===== src/rtl/ptbt_pkg.sv =====
package ptbt_pkg;

    // Sizing of the tally tables
    localparam int DETECTORS = 4;
    localparam int MAX_BINS  = 16;
    localparam int SLOTS     = DETECTORS * MAX_BINS;

    localparam int DET_W  = (DETECTORS > 1) ? $clog2(DETECTORS) : 1;
    localparam int BIN_W  = (MAX_BINS > 1) ? $clog2(MAX_BINS) : 1;
    localparam int SLOT_W = (SLOTS > 1) ? $clog2(SLOTS) : 1;
    localparam int USED_W = $clog2(MAX_BINS + 1);

    // Fixed field widths
    localparam int MODE_FW = 2;
    localparam int DET_FW  = 2;
    localparam int BIN_FW  = 4;
    localparam int TIME_FW = 32;
    localparam int WGT_FW  = 32;
    localparam int CFG_FW  = 5;
    localparam int CNT_FW  = 40;
    localparam int SUM_FW  = 64;

    localparam logic [CFG_FW-1:0] BINS_RESET = CFG_FW'(16);
    localparam logic [CNT_FW-1:0] COUNT_MAX  = {CNT_FW{1'b1}};

    typedef enum logic [MODE_FW-1:0] {
        MODE_LOAD = 2'd0,
        MODE_REC  = 2'd1,
        MODE_READ = 2'd2,
        MODE_NONE = 2'd3
    } t_mode;

    typedef enum logic [2:0] {
        ST_IDLE,
        ST_SRCH,
        ST_TRD,
        ST_UPD,
        ST_OUT
    } t_state;

    // Controller to datapath commands
    typedef struct packed {
        logic capture;
        logic srch;
        logic tly_rd;
        logic upd;
    } t_cmd;

    typedef struct packed {
        logic [TIME_FW-1:0] finish;
        logic [TIME_FW-1:0] start;
    } t_bound;

endpackage


===== src/rtl/ptbt_ctrl.sv =====
module ptbt_ctrl
    import ptbt_pkg::*;
(
    input  logic  i_clk,
    input  logic  i_rst_n,
    input  logic  i_in_valid,
    output logic  o_in_ready,
    output logic  o_out_valid,
    input  logic  i_out_ready,
    output t_cmd  o_cmd
);

    t_state r_state;
    t_state n_state;

    // Hold the state
    always_ff @(posedge i_clk) begin
        if (!i_rst_n) begin
            r_state <= ST_IDLE;
        end else begin
            r_state <= n_state;
        end
    end

    // Sequence capture, search, tally read, update, deliver
    always_comb begin
        n_state     = r_state;
        o_in_ready  = 1'b0;
        o_out_valid = 1'b0;
        o_cmd       = '0;
        case (r_state)
            ST_IDLE: begin
                o_in_ready = 1'b1;
                if (i_in_valid) begin
                    o_cmd.capture = 1'b1;
                    n_state       = ST_SRCH;
                end
            end
            ST_SRCH: begin
                o_cmd.srch = 1'b1;
                n_state    = ST_TRD;
            end
            ST_TRD: begin
                o_cmd.tly_rd = 1'b1;
                n_state      = ST_UPD;
            end
            ST_UPD: begin
                o_cmd.upd = 1'b1;
                n_state   = ST_OUT;
            end
            ST_OUT: begin
                o_out_valid = 1'b1;
                if (i_out_ready) begin
                    n_state = ST_IDLE;
                end
            end
            default: begin
                n_state = ST_IDLE;
            end
        endcase
    end

`ifndef SYNTHESIS
    a_one_side: assert property (@(posedge i_clk) disable iff (!i_rst_n)
        !(o_in_ready && o_out_valid))
        else $error("input and result sides open together");

    a_accept_search: assert property (@(posedge i_clk) disable iff (!i_rst_n)
        (i_in_valid && o_in_ready) |=> o_cmd.srch)
        else $error("accepted transaction not searched");

    a_cmd_onehot: assert property (@(posedge i_clk) disable iff (!i_rst_n)
        $onehot0(o_cmd))
        else $error("more than one datapath command");

    a_upd_out: assert property (@(posedge i_clk) disable iff (!i_rst_n)
        o_cmd.upd |=> o_out_valid)
        else $error("update not followed by result");
`endif

endmodule


===== config.mk =====
export PLATFORM = sky130hd
export DESIGN_NAME = ptbt_ctrl
export DESIGN_NICKNAME = d
export VERILOG_FILES = /design/src/rtl/ptbt_pkg.sv /design/src/rtl/ptbt_ctrl.sv
export SDC_FILE = /design/constraint.sdc
export NUM_CORES = 1
export LEC_CHECK = 0
export BUFFER_PORTS_ARGS = -buffer_cell sky130_fd_sc_hd__buf_2
export CORE_AREA = 8 8 45 47
export DETAILED_ROUTE_END_ITERATION = 12
export DIE_AREA = 0 0 53 55
export SLEW_MARGIN = 20
export SYNTH_ARGS = -nofsm -noshare
export SYNTH_HDL_FRONTEND = slang
export SYNTH_SLANG_ARGS = --single-unit

===== constraint.sdc =====
create_clock -name i_clk -period 1.1 [get_ports i_clk]
set_input_delay 0.22 -clock i_clk [delete_from_list [all_inputs] [get_ports i_clk]]
set_output_delay 0.22 -clock i_clk [all_outputs]
set_load 0.05 [all_outputs]

==> results.md, run 1 <==
- Finished Layout Cells: 49
- Final WL: 467 um
- WS Path Type: flip-flop to output pin
- CTS Buffer Depth: 2
- RSZ-0062 raised after global routing: true
- Rel. slew slack: 0.874
- Fraction of layout cells with a size suffix above 1: 0.788
- Setup Skew: 0.000322 ns
- Root buffer cell: clkbuf_4
- Vias in the first global route: 196
- Minimum clock period: 1.29 ns
- Critical path launch point type: flip-flop
- Clk_lat worst skew: 0.23 ns
- Final setup fails: 6
- First-pass GRT wire length: 738 um
- Final setup margin: -0.192 ns
- Top cells by area, synth: dfxtp_1, nor3b_1, nor4b_2
- Final routed DRC violation total: 0
- Largest regs: r_state x3
- Ys flop type: dfxtp_1
- Final cycle utilization of the critical path: 1.17
- Area Growth Syn to Fin: 103%
- CP Capture Type: output pin
- Final Wtd Congestion: 0.670
- Post-synthesis area per instance: 10.1 um^2
- Status: finished with violations
- Largest Register: r_state
- Critical path peak fanout: 6
- Via-to-Cell Ratio: 3.67
- Maximum capacitance violations: 0
- Global route overflow: 0
- Synth Net Count: 22
- Most frequent cell after synthesis: dfxtp_1
- Port Buf Inserts: 9
- Ports: 10
- Crit path from: r_state[1]
- Leakage: 0.161 nW
- DR pass1 iterations: 2
- Warnings from Yosys: 0
- CTS clk-pin slew, worst paths: 0.03 ns
- DIE AREA: 2920 um^2
- Clk sink count: 3
- FF-to-FF Start: r_state[1]
- Num CTS Buffers: 3
- Synth top cells by count: dfxtp_1, nor2_1, nor3b_1
- #FFs+latches synth: 3
- # fillers: 150
- Die width: 53 um
- Core area: 1380 um^2
- Number of flip-flops in the largest register: 3
- Cell Area, Placed: 270 um^2
- Ant. Diodes: 0
- Seq/Total Area, Yosys: 0.331
- Fin area: 368 um^2
- DR vias: 180
- Failing checks: negative setup slack
- Dpl ws: -0.101 ns
- ANT nets after route: 0
- Post-synth design cell area: 181 um^2
- Final Hold Viols: 0
- Post-Synthesis Cells: 18
- Total GRT Usage: 0.0371
- H-tree depth: 1
- Die height: 55 um
- Ys async rst share: 0
- Hold Crit Start: i_rst_n
- P per Cell Area: 1540 nW/um^2
- Row count: 14
- Placed insts: 44
- Fmax: 774 MHz
- Worst Tran Pin Value: 0.188 ns
- Number of synthesized flops with an enable pin: 0
- Starting Density: 0.131
- Tightest Hold Check Type: primary input to flip-flop
- Slew Limit Fails: 0
- Wirelength per Cell: 9.53 um
- DR iter-0 viols: 4
- Crit path required time: 0.88 ns
- Dominant cell type by area after synthesis: dfxtp_1
- Initial antenna violation count: 0
- Layout net count: 38
- Min Hold Slack: 0.211 ns
- CTS tree: done
- Arrival time at the worst endpoint: 1.07 ns
- Max VDD drop: 0.000448 V
- Post-synth top area share: 0.331
- Largest net degree at the start of global routing: 8
- Synth cell types: 14
==> area by class of cell <==
| type | count | area [um^2] | area share |
|---|---|---|---|
| Clock buffer | 4 | 26.3 | 0.0714 |
| Multi-Input combinational cell | 13 | 123 | 0.333 |
| Sequential cell | 3 | 71.3 | 0.194 |
| Tap cell | 16 | 20.0 | 0.0544 |
| Timing Repair Buffer | 13 | 128 | 0.347 |
==> critical path, stage by stage (launching register included) <==
cell     delay [ns]
dfxtp_4        0.36
buf_6          0.12
nor3b_2        0.18
buf_6          0.18
==> report_power, final <==
part	internal, mW	leakage [nW]	switching, mW
sequential	0.119	0.0267	0.0196
combinational	0.115	0.119	0.125
clock	0.136	0.0150	0.0524
total	0.370	0.161	0.197
==> per-stage QoR <==
step / setup TNS [ns] / util / total power [mW]
CTS: -0.999 / 0.261 / 0.578
floorplan: -1.11 / - / 0.288
global placement: -0.307 / 0.195 / 0.323
global route: -1.25 / 0.266 / 0.602
finish: -0.946 / 0.266 / 0.567
detailed placement: -0.354 / 0.195 / 0.324
==> path summary, 6_finish.rpt <==
kind                      to  slack, ns  cells past startpoint
setup / recovery    o_cmd[2]      -0.19                      3
hold / removal    r_state[2]       0.21                      2
setup reg to reg  r_state[2]       0.16                      3
hold reg to reg   r_state[0]       0.56                      2
==> per-layer routing <==
metal | track usage | up-vias | part of all wire
met2 | 0.0508 | 6 | 0.46
met1 | 0.0333 | 84 | 0.43
li1 | - | 90 | -
met5 | 0 | - | 0
met4 | 0.0259 | 0 | 0
met3 | 0.0374 | 0 | 0.10
==> logic make-up after synthesis <==
group                  after synthesis  synth area share
buffers and inverters                2             0.103
AND/OR/NAND/NOR                     11             0.476
flip-flops                           3             0.331
XOR/XNOR                             1            0.0483
AO/OA/AOI/OAI                        1            0.0414
==> cells in the final DEF, fill, tap and decap left out <==
cell,instances
and2_4,1
and3b_2,1
buf_2,3
buf_4,3
buf_6,4
buf_8,3
clkbuf_1,1
clkbuf_4,3
dfxtp_4,3
nand2b_1,1
nor2_1,2
nor3_1,1
nor3_4,1
nor3b_2,3
nor4b_2,1
o21a_1,1
xnor2_1,1
==> repair_timing <==
action,4_1_cts,5_1_grt
resized for setup,20,2
setup buffers,1,0
hold buffers,0,0
pin swaps,2,0
hold endpoints to repair,0,0
setup endpoints to repair,6,6
Power figures use the tool's default switching activity.
==> inputs of run 2 (changes only) <==
--- a/config.mk
+++ b/config.mk
@@ -5,10 +5,11 @@
 export SDC_FILE = /design/constraint.sdc
 export NUM_CORES = 1
 export LEC_CHECK = 0
-export BUFFER_PORTS_ARGS = -buffer_cell sky130_fd_sc_hd__buf_2
-export CORE_AREA = 8 8 45 47
+export CORE_AREA = 2 2 39 41
 export DETAILED_ROUTE_END_ITERATION = 12
-export DIE_AREA = 0 0 53 55
+export DIE_AREA = 0 0 41 43
+export DONT_BUFFER_PORTS = 1
+export PLACE_DENSITY = 0.37
 export SLEW_MARGIN = 20
 export SYNTH_ARGS = -nofsm -noshare
 export SYNTH_HDL_FRONTEND = slang
==> run 2 against run 1 <==
- first-iteration DRC count fell by 100%
- clock power rose by 4%
- the run still ends with negative setup slack left
- sequential power barely moved
- worst setup slack got worse by 0.0018 ns
- non-clock buffer count fell by 1
- largest cell class is now multi-input combinational cells
==> results.md, run 2 (synthesized netlist as in run 1, its figures left out) <==
- Setup Skew: 0.00154 ns (+0.00122 ns)
- ANT nets after route: 0 (unchanged)
- Hold_buf cts: 0 (unchanged)
- Minimum clock period: 1.29 ns (+0.00180 ns)
- Leakage: 0.157 nW (-2.3%)
- Root buffer cell: clkbuf_4
- Via-to-Cell Ratio: 3.96 (+7.8%)
- Fin util: 0.272 (+0.00633)
- Comb power frac: 0.402 (-0.022)
- Tightest Hold Check Type: primary input to flip-flop
- DR iter-0 viols: 0 (-4)
- Final routed DRC violation total: 0 (unchanged)
- Final setup margin: -0.193 ns (-0.00180 ns)
- Most common cell after layout, fill and taps aside: buf_4
- Layout net count: 37 (-2.6%)
- WS Path Type: flip-flop to output pin
- Fmax: 773 MHz (-0.14%)
- Core area: 1380 um^2 (unchanged)
- Setup TNS: -0.914 ns (+0.0320 ns)
- CTS clk-pin slew, worst paths: 0.04 ns (about the same)
- Final Hold Viols: 0 (unchanged)
- P per Cell Area: 1500 nW/um^2 (-2.8%)
- Worst Tran Pin Value: 0.181 ns (-0.00750 ns)
- Ant. Diodes: 0 (unchanged)
- Status: finished with violations
- Part of the power in registers: 0.251 (+0.007)
- Port Buf Inserts: 0 (-9)
- Final cycle utilization of the critical path: 1.18 (+0.00164)
- Final HPWL DP: 337 um
- Crit path required time: 0.88 ns (about the same)
- CP Capture Type: output pin
- DR vias: 190 (+5.6%)
- Hold depth: 1 (-1)
- Wirelength per Cell: 11.2 um (+17%)
- Initial antenna violation count: 0 (unchanged)
- Largest Register: r_state
- Largest regs: r_state x3
- Largest net degree at the start of global routing: 8 (unchanged)
- Critical path peak fanout: 6 (unchanged)
- Row count: 14 (unchanged)
- Fraction of layout cells with a size suffix above 1: 0.781 (-0.00663)
- Max VDD drop: 0.000586 V (+31%)
- First-pass GRT wire length: 848 um (+15%)
- CTS tree: done
- Number of flip-flops in the largest register: 3 (unchanged)
- Slew Limit Fails: 0 (unchanged)
- Clk sink count: 3 (unchanged)
- R2R cell count: 4 (+1)
- Die width: 41 um (-23%)
- Die height: 43 um (-22%)
- Starting Density: 0.131 (unchanged)
- # fillers: 151 (+0.67%)
- Dpl ws: -0.0636 ns (+0.0379 ns)
- Psw: 205 uW (+4.0%)
- H-tree depth: 1 (unchanged)
- Critical path launch point type: flip-flop
- Failing checks: negative setup slack
- Area taken by multi-input logic gates: 138 um^2 (+12%)
- Final WL: 536 um (+15%)
- DIE AREA: 1760 um^2 (-40%)
- Global route overflow: 0 (unchanged)
- Int Pwr: 359 uW (-2.9%)
- Clock power share: 0.347 (+0.015)
- Register area: 71.3 um^2 (unchanged)
- Switching share of power: 0.363 (+0.0157)
- Vias in the first global route: 219 (+12%)
- Ports: 10 (unchanged)
- CTS Buffer Depth: 2 (unchanged)
- Rel. slew slack: 0.879 (+0.00482)
- Final setup fails: 6 (unchanged)
- Area Growth Syn to Fin: 108%
- Num CTS Buffers: 3 (unchanged)
- Clk_lat worst skew: 0.23 ns (about the same)
- Maximum capacitance violations: 0 (unchanged)
- DR pass1 iterations: 1 (-1)
- RSZ-0062 raised after global routing: true
- Arrival time at the worst endpoint: 1.07 ns (about the same)
- Total GRT Usage: 0.0764 (+0.0393)
- Min Hold Slack: 0.111 ns (-0.101 ns)
- Most frequent cells in the layout: buf_4, buf_6, clkbuf_4, dfxtp_4
- Final Wtd Congestion: 0.573 (-14%)
[run 2: timing repair]
action,4_1_cts,5_1_grt
resized for setup,12,1
setup endpoints to repair,6,7
pin swaps,3,4
setup buffers,2,1
endpoints found under the hold margin,0,0
[run 2: critical path: stages (launching register included)]
cell and delay (ns):
dfxtp_4 0.36, buf_6 0.12, nor3b_4 0.17, buf_6 0.18
[run 2: per-stage QoR]
| stage | std cells | power, mW | cell area [um^2] |
|---|---|---|---|
| final | 48 | 0.564 | 377 |
| after floorplan | 18 | 0.288 | 205 |
| after global routing | 48 | 0.594 | 377 |
| after global placement | 41 | 0.330 | 283 |
| after CTS | 47 | 0.564 | 360 |
| after detailed placement | 41 | 0.333 | 283 |
[run 2: final cells by class]
class | instances | area share
clock buffers | 4 | 0.0698
multi-input cells | 13 | 0.365
flip-flops and latches | 3 | 0.189
well taps | 16 | 0.0532
repair buffers | 12 | 0.322
[run 2: layer usage]
metal / track usage / part of all wire / vias up
met5: 0 / 0 / -
met4: 0.0400 / 0 / 0
met3: 0.0628 / 0.14 / 0
met2: 0.106 / 0.48 / 12
met1: 0.0774 / 0.38 / 89
li1: - / - / 89
[run 2: power groups by stage]
stage                     sequential [mW]  combinational [mW]  clock [mW]
after global routing                0.144               0.238       0.213
final                               0.141               0.227       0.196
after global placement              0.142               0.187           0
after CTS                           0.143               0.218       0.203
after detailed placement            0.144               0.190           0
after floorplan                     0.125               0.163           0
[run 2: path summary, 6_finish.rpt]
check / from / to / slack [ns]
max: r_state[0] / o_cmd[1] / -0.19
min reg2reg: r_state[0] / r_state[0] / 0.58
max reg2reg: r_state[0] / r_state[2] / 0.06
min: i_rst_n / r_state[2] / 0.11
==> inputs of run 3 (changes only) <==
--- a/config.mk
+++ b/config.mk
@@ -5,9 +5,9 @@
 export SDC_FILE = /design/constraint.sdc
 export NUM_CORES = 1
 export LEC_CHECK = 0
-export CORE_AREA = 2 2 39 41
+export CORE_AREA = 3 3 40 42
 export DETAILED_ROUTE_END_ITERATION = 12
-export DIE_AREA = 0 0 41 43
+export DIE_AREA = 0 0 43 45
 export DONT_BUFFER_PORTS = 1
 export PLACE_DENSITY = 0.37
 export SLEW_MARGIN = 20
==> constraint.sdc (replaced) <==
create_clock -name i_clk -period 1.2 [get_ports i_clk]
set_input_delay 0.24 -clock i_clk [delete_from_list [all_inputs] [get_ports i_clk]]
set_output_delay 0.24 -clock i_clk [all_outputs]
set_load 0.05 [all_outputs]
==> run 3 against run 2 <==
- the flow still finishes with violations (negative setup slack)
- cell count is 10% lower
- cell area shrank 11%
- clock power shrank 13%
- utilization shrank 1.0 points
- non-clock buffer count fell by 4
- clock skew barely moved
- critical path type unchanged
==> results.md, run 3 (synthesized netlist as in run 1, its figures left out) <==
- Status: finished with violations
- Failing checks: negative setup slack
- Final routed DRC violation total: 0 (unchanged)
- Worst reg-to-reg setup slack: 0.15 ns (+0.09 ns)
- Highest routed layer: met3
- CP max stage delay: 0.36 ns (about the same)
- Met2 wire len: 234 um (-9.3%)
- CTS clk-pin slew, worst paths: 0.03 ns (about the same)
- Die height: 45 um (+4.7%)
- Max VDD drop: 0.000753 V (+29%)
- First-pass GRT wire length: 752 um (-11%)
- Num CTS Buffers: 3 (unchanged)
- Layout net count: 33 (-11%)
- Die width: 43 um (+4.9%)
- Final Hold Viols: 0 (unchanged)
- Initial antenna violation count: 0 (unchanged)
- Slowest CP cell: dfxtp_4
- Area Growth Syn to Fin: 85.5%
- Critical path peak fanout: 7 (+1)
- CTS Buffer Depth: 2 (unchanged)
- P per Cell Area: 1440 nW/um^2 (-3.6%)
- Tightest Hold Check Type: primary input to flip-flop
- Final setup fails: 6 (unchanged)
- Number of flip-flops in the largest register: 3 (unchanged)
- Hold depth: 1 (unchanged)
- Fraction of layout cells with a size suffix above 1: 0.750 (-0.0313)
- FF-to-FF Start: r_state[1]
- Global route overflow: 0 (unchanged)
- Final Wtd Congestion: 0.703 (+23%)
- DR vias: 165 (-13%)
- DR pass1 iterations: 2 (+1)
- Ports: 10 (unchanged)
- Arrival time at the worst endpoint: 1.07 ns (about the same)
- Worst reg2reg path endpoint: r_state[2]
- Final HPWL DP: 319 um (-5.4%)
- H-tree depth: 1 (unchanged)
- CTS tree: done
- CP bufs+invs: 2 (unchanged)
- Row count: 13 (-1)
- Port Buf Inserts: 0 (unchanged)
- CP Capture Type: output pin
- Most common cell after layout, fill and taps aside: buf_6
- Final WL: 421 um (-21%)
- Via-to-Cell Ratio: 3.84 (-3.1%)
- # fillers: 146 (-3.3%)
- Final cycle utilization of the critical path: 1.09
- Largest regs: r_state x3
- Hold_buf cts: 0 (unchanged)
- Cell Chain, Critical Path: buf_6 -> nor3b_4 -> buf_6
- Minimum clock period: 1.31 ns
- Area taken by multi-input logic gates: 129 um^2 (-6.4%)
- Met3 WL: 37 um (-50%)
- Leakage: 0.136 nW (-14%)
- DR iter-0 viols: 3 (+3)
- Hold Crit Start: i_rst_n
- CP top delay family: flip-flops
- Final setup margin: -0.112 ns (+0.0815 ns)
- Maximum capacitance violations: 0 (unchanged)
- Most frequent cells in the layout: buf_6, clkbuf_4, dfxtp_4
- ANT nets after route: 0 (unchanged)
- Starting Density: 0.141 (+0.0101)
- Ant. Diodes: 0 (unchanged)
- Register area: 71.3 um^2 (unchanged)
- Clk_lat worst skew: 0.23 ns (about the same)
- Total GRT Usage: 0.0567 (-0.0197)
- DRT met1 WL: 149 um (-27%)
- Top cell by count, worst path: buf_6
- Critical path launch point type: flip-flop
- Root buffer cell: clkbuf_4
- Crit path required time: 0.96 ns (+0.08 ns)
- RSZ-0062 raised after global routing: true
- Fmax: 762 MHz
- Worst Tran Pin Value: 0.187 ns (+0.00631 ns)
- Wirelength per Cell: 9.79 um (-12%)
- Core area: 1280 um^2 (-7.1%)
- Vias in the first global route: 195 (-11%)
- R2R cell count: 4 (unchanged)
- Clk sink count: 3 (unchanged)
- Hold Path Sink: r_state[2]
- Slew Limit Fails: 0 (unchanged)
- WS Path Type: flip-flop to output pin
- Largest net degree at the start of global routing: 8 (unchanged)
- Largest Register: r_state
- DIE AREA: 1940 um^2 (+9.8%)
- Setup Skew: 0.00161 ns (+0.0000681 ns)
- Rel. slew slack: 0.875 (-0.00402)
- Fin util: 0.262 (-0.0102)
- Min Hold Slack: 0.128 ns (+0.0171 ns)
run 3: power breakdown:
part / total [mW] / leakage (nW) / switching, mW / internal [mW]
Sequential: 0.130 / 0.0267 / 0.0211 / 0.109
Combinational: 0.186 / 0.0939 / 0.106 / 0.0794
Clock: 0.170 / 0.0150 / 0.0457 / 0.124
Total: 0.486 / 0.136 / 0.173 / 0.313
run 3: area by class of cell:
class,instances,share of cell area
multi-input combinational,13,0.383
timing repair buffer,8,0.271
sequential,3,0.212
clock buffer,4,0.0781
tap,15,0.0558
run 3: timing repair:
action,in CTS,in global routing
pin swaps,1,2
gates resized for setup,12,1
cloned,0,0
hold endpoints to repair,0,0
buffers inserted,1,0
setup endpoints to repair,6,6
run 3: per-layer routing:
metal	vias up	track usage
li1	83	-
met1	77	0.0459
met2	5	0.0988
met3	0	0.0279
met4	0	0.0542
met5	-	0
run 3: stage by stage:
stage          cells  setup slack [ns]  cell area (um^2)  setup TNS (ns)  power, mW
2_1_floorplan     18            -0.294               204          -0.771      0.264
3_3_place_gp      38            0.0419               265               0      0.295
3_5_place_dp      38            0.0177               265               0      0.295
4_1_cts           43            -0.124               330          -0.430      0.497
5_1_grt           43            -0.166               337          -0.623      0.516
6_report          43            -0.112               337          -0.333      0.486
run 3: worst max-delay path by stage:
| stage | from | depth (start not counted) | slack [ns] | to |
|---|---|---|---|---|
| final | r_state[1] | 3 | -0.11 | o_out_valid |
| after global routing | r_state[1] | 3 | -0.17 | o_out_valid |
| after CTS | r_state[1] | 3 | -0.12 | o_out_valid |
| after detailed placement | r_state[1] | 2 | 0.02 | o_cmd[1] |
| after global placement | r_state[1] | 3 | 0.04 | o_out_valid |
| after floorplan | r_state[0] | 3 | -0.29 | o_cmd[3] |
